===== src/design/hrw_pkg.sv =====
// shared types and constants of the heating rate watchdog
package hrw_pkg;

  localparam int HEADS          = 8;
  localparam int PORT_HEADS     = 8;
  localparam int HEAD_BITS      = 3;
  localparam int WINDOW_SAMPLES = 10;
  localparam int READING_BITS   = 12;
  localparam int SUM_BITS       = 12;
  localparam int CNT_BITS       = $clog2(WINDOW_SAMPLES + 1);

  localparam int IV_BITS        = 8;
  localparam int TRIP_BITS      = 4;
  localparam int RATE_BITS      = 8;
  localparam int LIM_BITS       = IV_BITS + 7;
  localparam int HEATING_LIMIT  = 25;
  localparam int COOLING_LIMIT  = 80;
  localparam int RATE_MAX       = 255;

  localparam int IV_RESET       = 3;
  localparam int TRIP_RESET     = 1;

  localparam int QDEPTH         = 2;
  localparam int QPTR_BITS      = $clog2(QDEPTH);
  localparam int QCNT_BITS      = $clog2(QDEPTH + 1);

  localparam int CFG_IDX_BITS   = 1;
  localparam int CFG_DATA_BITS  = 8;
  localparam logic [CFG_IDX_BITS-1:0] CFG_INTERVAL = 1'b0;
  localparam logic [CFG_IDX_BITS-1:0] CFG_TRIP     = 1'b1;

  // one word handed from the front to the back
  typedef struct packed {
    logic                                 clr;
    logic                                 cmp;
    logic [PORT_HEADS-1:0][SUM_BITS-1:0]  cur;
    logic [PORT_HEADS-1:0][SUM_BITS-1:0]  prev;
  } job_t;

  // one result word
  typedef struct packed {
    logic                 done;
    logic                 err;
    logic [HEAD_BITS-1:0] head;
    logic [RATE_BITS-1:0] rate;
    logic                 trip;
  } res_t;

  typedef enum logic [3:0] {
    B_IDLE = 4'b0001,
    B_SCAN = 4'b0010,
    B_DIV  = 4'b0100,
    B_DONE = 4'b1000
  } back_state_t;

endpackage


===== src/design/heating_rate_watchdog.sv =====
// top level of the heater heating and cooling rate watchdog
// flow: the back picks a word off the queue, scans the heads one by one for a compared window,
//   runs the serial divide on the first failing head, then hands the result to the output slot
// the back works on one word at a time and waits at the hand-off while the output slot is full;
//   a two-word queue lets the front keep accepting while the back scans and divides
// reset: synchronous, rst_n low; sums, counters and queue cleared, priming window armed,
//   interval 3 and trip limit 1
module heating_rate_watchdog import hrw_pkg::*; (
  input  logic                     clk,
  input  logic                     rst_n,
  // sample word in
  input  logic                     in_push,
  output logic                     in_full,
  input  logic [READING_BITS-1:0]  in_reading_head_0,
  input  logic [READING_BITS-1:0]  in_reading_head_1,
  input  logic [READING_BITS-1:0]  in_reading_head_2,
  input  logic [READING_BITS-1:0]  in_reading_head_3,
  input  logic [READING_BITS-1:0]  in_reading_head_4,
  input  logic [READING_BITS-1:0]  in_reading_head_5,
  input  logic [READING_BITS-1:0]  in_reading_head_6,
  input  logic [READING_BITS-1:0]  in_reading_head_7,
  input  logic                     in_clear_count,
  // result word out
  output logic                     out_empty,
  input  logic                     out_pop,
  output logic                     out_window_done,
  output logic                     out_rate_error,
  output logic [HEAD_BITS-1:0]     out_error_head,
  output logic [RATE_BITS-1:0]     out_error_rate,
  output logic                     out_trip_shutdown,
  // register writes
  input  logic                     cfg_we,
  input  logic [CFG_IDX_BITS-1:0]  cfg_index,
  input  logic [CFG_DATA_BITS-1:0] cfg_wdata
);

  logic [PORT_HEADS-1:0][READING_BITS-1:0] reading;
  logic                 in_accept;
  job_t                 front_job;
  job_t                 q_head;
  logic                 q_empty;
  logic                 q_pop;
  logic                 out_ready;
  logic                 res_valid;
  res_t                 res;

  // config registers
  logic [IV_BITS-1:0]   iv_r, iv_nxt;
  logic [TRIP_BITS-1:0] trip_lim_r, trip_lim_nxt;

  // output register, parts the back from the consumer
  res_t                 out_r;
  logic                 out_valid_r, out_valid_nxt;

  // head readings gathered into one vector, lane per head
  assign reading[0] = in_reading_head_0;
  assign reading[1] = in_reading_head_1;
  assign reading[2] = in_reading_head_2;
  assign reading[3] = in_reading_head_3;
  assign reading[4] = in_reading_head_4;
  assign reading[5] = in_reading_head_5;
  assign reading[6] = in_reading_head_6;
  assign reading[7] = in_reading_head_7;

  // a word enters the front and the queue in the same cycle
  assign in_accept = in_push & ~in_full;

  hrw_front u_front (
    .clk     (clk),
    .rst_n   (rst_n),
    .accept  (in_accept),
    .reading (reading),
    .clr     (in_clear_count),
    .job     (front_job)
  );

  hrw_queue u_queue (
    .clk   (clk),
    .rst_n (rst_n),
    .push  (in_accept),
    .din   (front_job),
    .full  (in_full),
    .pop   (q_pop),
    .empty (q_empty),
    .head  (q_head)
  );

  // back may hand off when the output slot is free or being drained
  assign out_ready = ~out_valid_r | out_pop;

  hrw_back u_back (
    .clk       (clk),
    .rst_n     (rst_n),
    .job       (q_head),
    .q_empty   (q_empty),
    .q_pop     (q_pop),
    .iv        (iv_r),
    .trip_lim  (trip_lim_r),
    .out_ready (out_ready),
    .res_valid (res_valid),
    .res       (res)
  );

  // register write decode
  always_comb begin
    iv_nxt       = iv_r;
    trip_lim_nxt = trip_lim_r;
    if (cfg_we) begin
      case (cfg_index)
        CFG_INTERVAL: iv_nxt       = cfg_wdata[IV_BITS-1:0];
        CFG_TRIP:     trip_lim_nxt = cfg_wdata[TRIP_BITS-1:0];
        default: begin
          iv_nxt = iv_r;
        end
      endcase
    end
  end

  // result slot valid tracking
  always_comb begin
    if (res_valid) begin
      out_valid_nxt = 1'b1;
    end else if (out_pop) begin
      out_valid_nxt = 1'b0;
    end else begin
      out_valid_nxt = out_valid_r;
    end
  end

  always_ff @(posedge clk) begin
    if (!rst_n) begin
      iv_r        <= IV_BITS'(IV_RESET);
      trip_lim_r  <= TRIP_BITS'(TRIP_RESET);
      out_valid_r <= 1'b0;
    end else begin
      iv_r        <= iv_nxt;
      trip_lim_r  <= trip_lim_nxt;
      out_valid_r <= out_valid_nxt;
    end
  end

  always_ff @(posedge clk) begin
    if (res_valid) begin
      out_r <= res;
    end
  end

  assign out_empty         = ~out_valid_r;
  assign out_window_done   = out_r.done;
  assign out_rate_error    = out_r.err;
  assign out_error_head    = out_r.head;
  assign out_error_rate    = out_r.rate;
  assign out_trip_shutdown = out_r.trip;

endmodule


===== src/design/hrw_front.sv =====
// window accumulator: adds reading/window to each head sum and closes windows
module hrw_front import hrw_pkg::*; (
  input  logic                                    clk,
  input  logic                                    rst_n,
  input  logic                                    accept,
  input  logic [PORT_HEADS-1:0][READING_BITS-1:0] reading,
  input  logic                                    clr,
  output job_t                                    job
);

  localparam int RECIP_SHIFT = READING_BITS + 4;
  localparam int RECIP       = (2**RECIP_SHIFT + WINDOW_SAMPLES - 1) / WINDOW_SAMPLES;
  localparam int PROD_BITS   = READING_BITS + RECIP_SHIFT;

  // floor(r / WINDOW_SAMPLES) by reciprocal multiply
  function automatic logic [READING_BITS-1:0] div_window(input logic [READING_BITS-1:0] r);
    logic [PROD_BITS-1:0] p;
    p = PROD_BITS'(r) * PROD_BITS'(RECIP);
    return p[RECIP_SHIFT +: READING_BITS];
  endfunction

  logic [PORT_HEADS-1:0][SUM_BITS-1:0] cur_r, cur_nxt;
  logic [PORT_HEADS-1:0][SUM_BITS-1:0] prev_r, prev_nxt;
  logic [PORT_HEADS-1:0][SUM_BITS-1:0] sum_new;
  logic [CNT_BITS-1:0]                 cnt_r, cnt_nxt;
  logic                                prime_r, prime_nxt;
  logic                                closing;

  always_comb begin
    for (int h = 0; h < PORT_HEADS; h++) begin
      if (h < HEADS) begin
        sum_new[h] = cur_r[h] + SUM_BITS'(div_window(reading[h]));
      end else begin
        sum_new[h] = '0;
      end
    end
    closing = (cnt_r == CNT_BITS'(WINDOW_SAMPLES - 1));

    job.clr  = clr;
    job.cmp  = closing & ~prime_r;
    job.cur  = sum_new;
    job.prev = prev_r;

    cur_nxt   = cur_r;
    prev_nxt  = prev_r;
    cnt_nxt   = cnt_r;
    prime_nxt = prime_r;
    if (accept) begin
      if (closing) begin
        prev_nxt  = sum_new;
        cur_nxt   = '0;
        cnt_nxt   = '0;
        prime_nxt = 1'b0;
      end else begin
        cur_nxt = sum_new;
        cnt_nxt = cnt_r + CNT_BITS'(1);
      end
    end
  end

  always_ff @(posedge clk) begin
    if (!rst_n) begin
      cur_r   <= '0;
      prev_r  <= '0;
      cnt_r   <= '0;
      prime_r <= 1'b1;
    end else begin
      cur_r   <= cur_nxt;
      prev_r  <= prev_nxt;
      cnt_r   <= cnt_nxt;
      prime_r <= prime_nxt;
    end
  end

endmodule


===== src/design/hrw_queue.sv =====
// short word queue between the front and the back
module hrw_queue import hrw_pkg::*; (
  input  logic clk,
  input  logic rst_n,
  input  logic push,
  input  job_t din,
  output logic full,
  input  logic pop,
  output logic empty,
  output job_t head
);

  job_t                 mem_r [QDEPTH];
  logic [QPTR_BITS-1:0] wr_ptr_r, wr_ptr_nxt;
  logic [QPTR_BITS-1:0] rd_ptr_r, rd_ptr_nxt;
  logic [QCNT_BITS-1:0] cnt_r, cnt_nxt;
  logic                 do_push, do_pop;

  assign full  = (cnt_r == QCNT_BITS'(QDEPTH));
  assign empty = (cnt_r == '0);
  assign head  = mem_r[rd_ptr_r];

  always_comb begin
    do_push = push & ~full;
    do_pop  = pop & ~empty;
    wr_ptr_nxt = wr_ptr_r;
    rd_ptr_nxt = rd_ptr_r;
    cnt_nxt    = cnt_r;
    if (do_push) begin
      wr_ptr_nxt = (wr_ptr_r == QPTR_BITS'(QDEPTH - 1)) ? '0 : wr_ptr_r + QPTR_BITS'(1);
    end
    if (do_pop) begin
      rd_ptr_nxt = (rd_ptr_r == QPTR_BITS'(QDEPTH - 1)) ? '0 : rd_ptr_r + QPTR_BITS'(1);
    end
    if (do_push && !do_pop) begin
      cnt_nxt = cnt_r + QCNT_BITS'(1);
    end else if (do_pop && !do_push) begin
      cnt_nxt = cnt_r - QCNT_BITS'(1);
    end
  end

  always_ff @(posedge clk) begin
    if (do_push) begin
      mem_r[wr_ptr_r] <= din;
    end
  end

  always_ff @(posedge clk) begin
    if (!rst_n) begin
      wr_ptr_r <= '0;
      rd_ptr_r <= '0;
      cnt_r    <= '0;
    end else begin
      wr_ptr_r <= wr_ptr_nxt;
      rd_ptr_r <= rd_ptr_nxt;
      cnt_r    <= cnt_nxt;
    end
  end

endmodule


===== src/design/hrw_back.sv =====
// window check sequencer: per-head scan, serial divider, error counter
module hrw_back import hrw_pkg::*; (
  input  logic                 clk,
  input  logic                 rst_n,
  input  job_t                 job,
  input  logic                 q_empty,
  output logic                 q_pop,
  input  logic [IV_BITS-1:0]   iv,
  input  logic [TRIP_BITS-1:0] trip_lim,
  input  logic                 out_ready,
  output logic                 res_valid,
  output res_t                 res
);

  localparam int STEP_BITS = $clog2(SUM_BITS);

  back_state_t            state_r, state_nxt;
  logic [HEAD_BITS-1:0]   idx_r, idx_nxt;
  logic [TRIP_BITS-1:0]   cnt_r, cnt_nxt;
  logic                   err_r, err_nxt;
  logic [HEAD_BITS-1:0]   head_r, head_nxt;
  logic [RATE_BITS-1:0]   rate_r, rate_nxt;
  logic [SUM_BITS-1:0]    mag_r, mag_nxt;
  logic [SUM_BITS-1:0]    quo_r, quo_nxt;
  logic [IV_BITS-1:0]     rem_r, rem_nxt;
  logic [STEP_BITS-1:0]   step_r, step_nxt;

  logic [SUM_BITS:0]      diff;
  logic [SUM_BITS:0]      diff_abs;
  logic [SUM_BITS-1:0]    mag;
  logic                   neg;
  logic [LIM_BITS-1:0]    heat_lim, cool_lim;
  logic                   fail;
  logic [IV_BITS:0]       rem_sh;
  logic                   ge;
  logic [IV_BITS:0]       rem_sub;
  logic [SUM_BITS-1:0]    quo_full;
  logic [TRIP_BITS-1:0]   cnt_inc;
  logic                   trip;

  always_comb begin
    // per-head compare of the closed window against the previous one
    diff     = {1'b0, job.cur[idx_r]} - {1'b0, job.prev[idx_r]};
    neg      = diff[SUM_BITS];
    diff_abs = neg ? (~diff + (SUM_BITS+1)'(1)) : diff;
    mag      = diff_abs[SUM_BITS-1:0];
    heat_lim = LIM_BITS'(iv) * LIM_BITS'(HEATING_LIMIT);
    cool_lim = LIM_BITS'(iv) * LIM_BITS'(COOLING_LIMIT);
    fail     = neg ? (LIM_BITS'(mag) > heat_lim) : (LIM_BITS'(mag) > cool_lim);

    // one restoring divide step
    rem_sh   = {rem_r, mag_r[SUM_BITS-1]};
    ge       = (rem_sh >= {1'b0, iv});
    rem_sub  = rem_sh - {1'b0, iv};
    quo_full = {quo_r[SUM_BITS-2:0], ge};

    cnt_inc  = cnt_r + TRIP_BITS'(1);
    trip     = err_r && (cnt_inc >= trip_lim);

    res.done = job.cmp;
    res.err  = err_r;
    res.head = head_r;
    res.rate = rate_r;
    res.trip = trip;

    state_nxt = state_r;
    idx_nxt   = idx_r;
    cnt_nxt   = cnt_r;
    err_nxt   = err_r;
    head_nxt  = head_r;
    rate_nxt  = rate_r;
    mag_nxt   = mag_r;
    quo_nxt   = quo_r;
    rem_nxt   = rem_r;
    step_nxt  = step_r;
    q_pop     = 1'b0;
    res_valid = 1'b0;

    case (state_r)
      B_IDLE: begin
        if (!q_empty) begin
          if (job.clr) begin
            cnt_nxt = '0;
          end
          err_nxt  = 1'b0;
          head_nxt = '0;
          rate_nxt = '0;
          idx_nxt  = '0;
          state_nxt = job.cmp ? B_SCAN : B_DONE;
        end
      end
      B_SCAN: begin
        if (fail) begin
          err_nxt  = 1'b1;
          head_nxt = idx_r;
          if (iv == '0) begin
            rate_nxt  = RATE_BITS'(RATE_MAX);
            state_nxt = B_DONE;
          end else begin
            mag_nxt   = mag;
            quo_nxt   = '0;
            rem_nxt   = '0;
            step_nxt  = STEP_BITS'(SUM_BITS - 1);
            state_nxt = B_DIV;
          end
        end else if (idx_r == HEAD_BITS'(HEADS - 1)) begin
          state_nxt = B_DONE;
        end else begin
          idx_nxt = idx_r + HEAD_BITS'(1);
        end
      end
      B_DIV: begin
        rem_nxt = ge ? rem_sub[IV_BITS-1:0] : rem_sh[IV_BITS-1:0];
        quo_nxt = quo_full;
        mag_nxt = {mag_r[SUM_BITS-2:0], 1'b0};
        if (step_r == '0) begin
          rate_nxt  = (quo_full > SUM_BITS'(RATE_MAX)) ? RATE_BITS'(RATE_MAX)
                                                      : quo_full[RATE_BITS-1:0];
          state_nxt = B_DONE;
        end else begin
          step_nxt = step_r - STEP_BITS'(1);
        end
      end
      B_DONE: begin
        if (out_ready) begin
          res_valid = 1'b1;
          q_pop     = 1'b1;
          if (err_r) begin
            cnt_nxt = trip ? '0 : cnt_inc;
          end
          state_nxt = B_IDLE;
        end
      end
      default: begin
        state_nxt = B_IDLE;
      end
    endcase
  end

  always_ff @(posedge clk) begin
    if (!rst_n) begin
      state_r <= B_IDLE;
      cnt_r   <= '0;
      idx_r   <= '0;
      err_r   <= 1'b0;
      head_r  <= '0;
      rate_r  <= '0;
      step_r  <= '0;
    end else begin
      state_r <= state_nxt;
      cnt_r   <= cnt_nxt;
      idx_r   <= idx_nxt;
      err_r   <= err_nxt;
      head_r  <= head_nxt;
      rate_r  <= rate_nxt;
      step_r  <= step_nxt;
    end
  end

  always_ff @(posedge clk) begin
    mag_r <= mag_nxt;
    quo_r <= quo_nxt;
    rem_r <= rem_nxt;
  end

endmodule


===== config.mk =====
export PLATFORM = sky130hd
export DESIGN_NAME = heating_rate_watchdog
export DESIGN_NICKNAME = d
export VERILOG_FILES = /design/src/design/hrw_pkg.sv /design/src/design/heating_rate_watchdog.sv /design/src/design/hrw_front.sv /design/src/design/hrw_queue.sv /design/src/design/hrw_back.sv
export SDC_FILE = /design/constraint.sdc
export NUM_CORES = 2
export LEC_CHECK = 0
export BUFFER_PORTS_ARGS = -buffer_cell sky130_fd_sc_hd__clkbuf_2
export CORE_ASPECT_RATIO = 1.5
export CORE_MARGIN = 4
export CORE_UTILIZATION = 40
export DETAILED_ROUTE_END_ITERATION = 10
export REMOVE_ABC_BUFFERS = 1
export SYNTH_ARGS = -nofsm -noshare
export SYNTH_HDL_FRONTEND = slang
export SYNTH_SLANG_ARGS = --single-unit

===== constraint.sdc =====
create_clock -name clk -period 9.6 [get_ports clk]
set_input_delay 0.96 -clock clk [delete_from_list [all_inputs] [get_ports clk]]
set_output_delay 0.96 -clock clk [all_outputs]
set_load 0.02 [all_outputs]

# == After elaboration in Yosys (flattened, before gate mapping) ==
# Memory sizes are Yosys's and may differ from the RTL's. A register that Yosys moved wholly into a read port is not among the register bits.
# Index checks and enable logic that the tools add are counted.
# word_totals
register_bits,286
mem_bits_rw,388
inputBits,111
out_inout_bits,16
wordCells,192
n_memories,1
# memory_table
name,words,word_bits,rd,rd_clocked_by_memory_dff,wr,line,text
u_queue.mem_r,2,194,1,1,1,hrw_queue.sv:13,job_t mem_r [QDEPTH];
# classes
n_addsub,19
mul,10
magnitude_cmp,6
eq_ne,19
n_mux,63
bitwise,11
n_reduce_logical,24
# op_table
op,count
$mul 12x12->24 const B,8
$add 12x9->12,8
$mux 96,1
$bmux 12 s3,2
$mux 4,16
$mux 8,8
$mux 12,5
$pmux 12 s2,1
$pmux 8 s3,1
$mux 11,2
$pmux 11 s2,1
$pmux 4 s2,2
$pmux 4 s4,1
$pmux 8 s2,1
$gt 12x15->1,1
$ne 2x2->1 const B,7
$gt 12x13->1,1
$mul 8x5->13 const B,1
$mux 1,13
$sub 12x12->13,1
$add 12x1->12 const B,1
$gt 12x8->1 const B,1
$mux 3,4
$not 12->12,1
other kinds (36),64

# == Depth between registers and ports, before layout ==
# logic_depth
ltp_word,10
mapped_depth,32
depth_no_buf,32

# == By module ==
# Synthesis repeated with hierarchy kept, for this count alone.
# hier_totals
hier_cells,4806
area_unflattened_um2,53377.4
# by_module_without_submodules
mod,n_inst,cells_each,area_per_inst_um2,seq_area_each_um2
hrw_front,1,3410,30571.8,3943.8
hrw_queue,1,629,14903.0,11751.3
hrw_back,1,696,6945.4,1471.4
heating_rate_watchdog,1,71,957.2,680.7

# == Least setup slack after synthesis ==
# Ideal clock, no wire load.
# synth_path
kind,input-to-reg
start,input port in_push
end,register u_queue.wr_ptr_r
setup_time_ns,0.096
arrival_ns,10.222
t_required_ns,9.504
path_slack_ns,-0.718
path_stages,5
n_path_buf,2
cell_sequence,nand2_1 clkbuf_1 clkbuf_1 nor2_1 o21a_1
# synth_via
elab_chain_len,2
# synth_lines
item,line,text
start: declaration,heating_rate_watchdog.sv:12,"input logic in_push,"
$and 1x1->1,heating_rate_watchdog.sv:66,assign in_accept = in_push & ~in_full;
$and 1x1->1,hrw_queue.sv:24,do_push = push & ~full;
end signal: assignment,hrw_queue.sv:54,wr_ptr_r <= wr_ptr_nxt;
end: declaration,hrw_queue.sv:14,"logic [QPTR_BITS-1:0] wr_ptr_r, wr_ptr_nxt;"
# No other way between the ends.
# A chain may end at the register's enable or synchronous reset.

==> run metrics <==
router iterations before antenna repair=5; HP Class=reg -> reg; Filler Cell Count=11432; area of the multi-input gates=0.02939 sq mm; GRT Resource Usage Total=16.77%; Chip Height=441.5 um; P&R area growth vs syn=9.590%; outcome=finished clean; most common cell type on the critical path=nor2_1; hold-fix buffer count after cts=0; most crowded layer after global routing=met2; Crit path max-delay family=compound AO/OA/AOI/OAI gates; Worst path max stage delay=780 ps; average cell area after synthesis=11.60 sq um; fmax=136.1 MHz; clock buffers created by TritonCTS=69; category of the worst setup path capture point=flip-flop; area fraction of the dominant cell type after synthesis=25.95%; diode insertion count for antenna repair=0; cell with the largest stage delay on the worst path=dfxtp_4; placed cell area=0.05258 sq mm; clock latency on the worst-skew pair=620 ps; number of rows created at floorplan=158; number of resized instances in the post-cts repair step=0; number of synthesis warnings=0; grt total ovfl=0; detail-routed net length per standard cell=17.76 um; DR vias=31107; maximum clock insertion buffer count=3; met3 GRT Util=1.472%; DP HPWL=82880 um; reg-to-reg critical path endpoint=u_back.quo_r[0]$_SDFFCE_PN0P_; max-capacitance violation count=0; boundary pin count=127; Max IR drop VDD=169.7 uV; instance count on the critical path=25; flip-flop and latch count after synthesis=675; final hold violation count=0; number of flops mapped to enable cells by yosys=433; buffer and inverter count on the worst path=3; biggest area contributors in the synthesized netlist=edfxtp_1 26%, ha_1 21%, fa_1 13%, dfxtp_1 9.7%, mux4_2 5.4%; Async SR Flop Fraction=0%; CTS tree=yes; area leader, netlist=edfxtp_1; core region area=0.1240 sq mm; power after layout=16.41 mW; Worst slew margin=22.28%; number of setup buffers added after CTS=0; arrival time worst endpoint=7630 ps; worst reg2reg path depth=25; post-route fraction of the period consumed by the critical path=76.54%; ratio of routed vias to standard cells=5.112; Synth Cell Area=0.05010 sq mm; final critical-path required period=7348 ps; die extent in x=297.0 um; Final Util=44.30%; number of design rule violations left after detail routing=0; number of global-route vias before repair=33017; met1 Resource Use GR=19.12%; clock transition time at the flip-flop clock pins of the worst setup and hold paths=60 ps; transition time of the tightest slew-check pin=1166 ps; kind of critical path=reg -> reg; maximum level of the CTS H-tree=3; number of endpoints failing setup at the final stage=0; antenna viol nets, final=0; Final Slew Violations=0; Main synth FF type=edfxtp_1; wire length of the first global-routing pass=176100 um; fraction of final layout cells with drive strength greater than 1=9.253%; Reg2Reg Setup Slack=2250 ps; weighted congestion at the end of routability-driven global placement=0.8426; number of input and output port buffers inserted=126; Unique masters post-synth=76; met2 Usage GRT=33.40%; CP Max Fanout=47; clock root buffer=clkbuf_16; type of origin of the critical path=flip-flop; Final Instance Area=0.05491 sq mm; Critical Path End=u_back.quo_r[0]$_SDFFCE_PN0P_; share of synthesized area occupied by flip-flops and latches=35.62%; sequential cell area=0.01786 sq mm; setup repair after global routing missed its margin=false; Num Clock Sinks=675; Pleak=24.56 nW; effective utilization at floorplan=40.42%; initial antenna violation count=0; Cell Pwr Density=299.0 mW/mm^2; drt total wl=108100 um; Iteration-0 DRC Markers=1257; data required time of the critical path=9880 ps; largest net degree at the start of global routing=141; number of cells produced by synthesis=4320; clock tree skew after final layout=26.37 ps; number of nets in the final layout=5699; die outline area=0.1311 sq mm
## kinds of logic (layout without fill, tap and decap cells)
logic type      Yosys count  in the layout  share of synthesized area [%]
fa+ha+maj              1159           1159                          33.71
xor+xnor                203            203                          3.564
flops                   675            675                          35.62
buf+inv                 772            937                          5.814
simple gates            793            793                          7.689
mux                     126            126                          5.529
compound gates          592            592                          8.072
## cells in the final DEF, fill, tap and decap left out, types with 125 or more instances in the layout
| cell type | instances |
|---|---|
| nand2_1 | 244 |
| fa_1 | 318 |
| nor2_1 | 174 |
| dfxtp_1 | 239 |
| xnor2_1 | 146 |
| edfxtp_1 | 433 |
| a21oi_1 | 137 |
| ha_1 | 841 |
| inv_1 | 661 |
| nor2b_1 | 126 |
| clkbuf_2 | 125 |
## metal layers
layer	routed length [um]	up-vias
met4	2439	0
li1	-	15168
met2	60060	393
met1	42800	15426
met5	0	-
met3	2766	120
## cell type report
type	instances	area share (%)
clock buffers	94	3.503
inverters	662	4.526
well taps	1600	3.646
repair buffers	148	1.552
multi-input cells	2873	53.53
clock inverters	33	0.7247
flip-flops and latches	675	32.52
## power by group
part | switching, mW | internal [mW]
Clock | 1.15 | 1.61
Sequential | 0.186 | 4.22
Combinational | 5.55 | 3.70
## registers in the layout, summed over array words and instances (netlist names), 2 cells and up, named ones only
name / cells
u_queue.mem_r: 388
u_front.cur_r: 96
u_front.job: 96
u_back.mag_r: 12
u_back.quo_r: 11
iv_r: 8
out_error_rate: 8
u_back.rate_r: 8
u_back.rem_r: 8
trip_lim_r: 4
u_back.cnt_r: 4
u_back.state_r: 4
u_back.step_r: 4
u_front.cnt_r: 4
out_error_head: 3
u_back.head_r: 3
u_back.idx_r: 3
u_queue.cnt_r: 2
## how the worst min path moves through the flow
| stage | start | to | slack (ps) | cells after the start |
|---|---|---|---|---|
| final | u_back.rate_r[1]$_SDFFE_PN0P_ | out_error_rate[1]$_DFFE_PP_ | 440 | 0 |
| after global routing | u_back.rate_r[5]$_SDFFE_PN0P_ | out_error_rate[5]$_DFFE_PP_ | 440 | 0 |
| after CTS | u_back.rate_r[1]$_SDFFE_PN0P_ | out_error_rate[1]$_DFFE_PP_ | 440 | 0 |
| after detailed placement | u_back.rate_r[2]$_SDFFE_PN0P_ | out_error_rate[2]$_DFFE_PP_ | 420 | 0 |
| after global placement | u_back.rate_r[5]$_SDFFE_PN0P_ | out_error_rate[5]$_DFFE_PP_ | 420 | 0 |
| after floorplan | u_back.head_r[0]$_SDFFE_PN0P_ | out_error_head[0]$_DFFE_PP_ | 410 | 0 |
## Yosys cell counts (all sizes together), types with 5 or more instances
| cell | number |
|---|---|
| a211oi | 10 |
| a21boi | 96 |
| a21o | 55 |
| a21oi | 139 |
| a22oi | 83 |
| a31oi | 8 |
| a41oi | 6 |
| and2 | 40 |
| and3 | 9 |
| buf | 21 |
| clkbuf | 89 |
| dfxtp | 242 |
| edfxtp | 433 |
| fa | 318 |
| ha | 841 |
| inv | 662 |
| mux4 | 120 |
| nand2 | 246 |
| nand2b | 28 |
| nand3 | 54 |
| nand3b | 5 |
| nand4 | 8 |
| nor2 | 177 |
| nor2b | 126 |
| nor3 | 42 |
| nor3b | 25 |
| o211ai | 9 |
| o21a | 24 |
| o21ai | 72 |
| o21bai | 52 |
| o221a | 9 |
| or2 | 5 |
| or3 | 10 |
| or4 | 5 |
| xnor2 | 146 |
| xor2 | 57 |
## through the flow
step	hold WS (ps)	TNS, ps	instances	worst slack, ps
after floorplan	408.1	-340840	4210	-1729
after global placement	422.5	0	5958	1857
after detailed placement	422.8	0	5958	1765
after CTS	438.1	0	6085	2079
after global routing	443.9	0	6085	1646
final	435.6	0	6085	2252
Note: power is estimated with default switching activity, not from simulation.
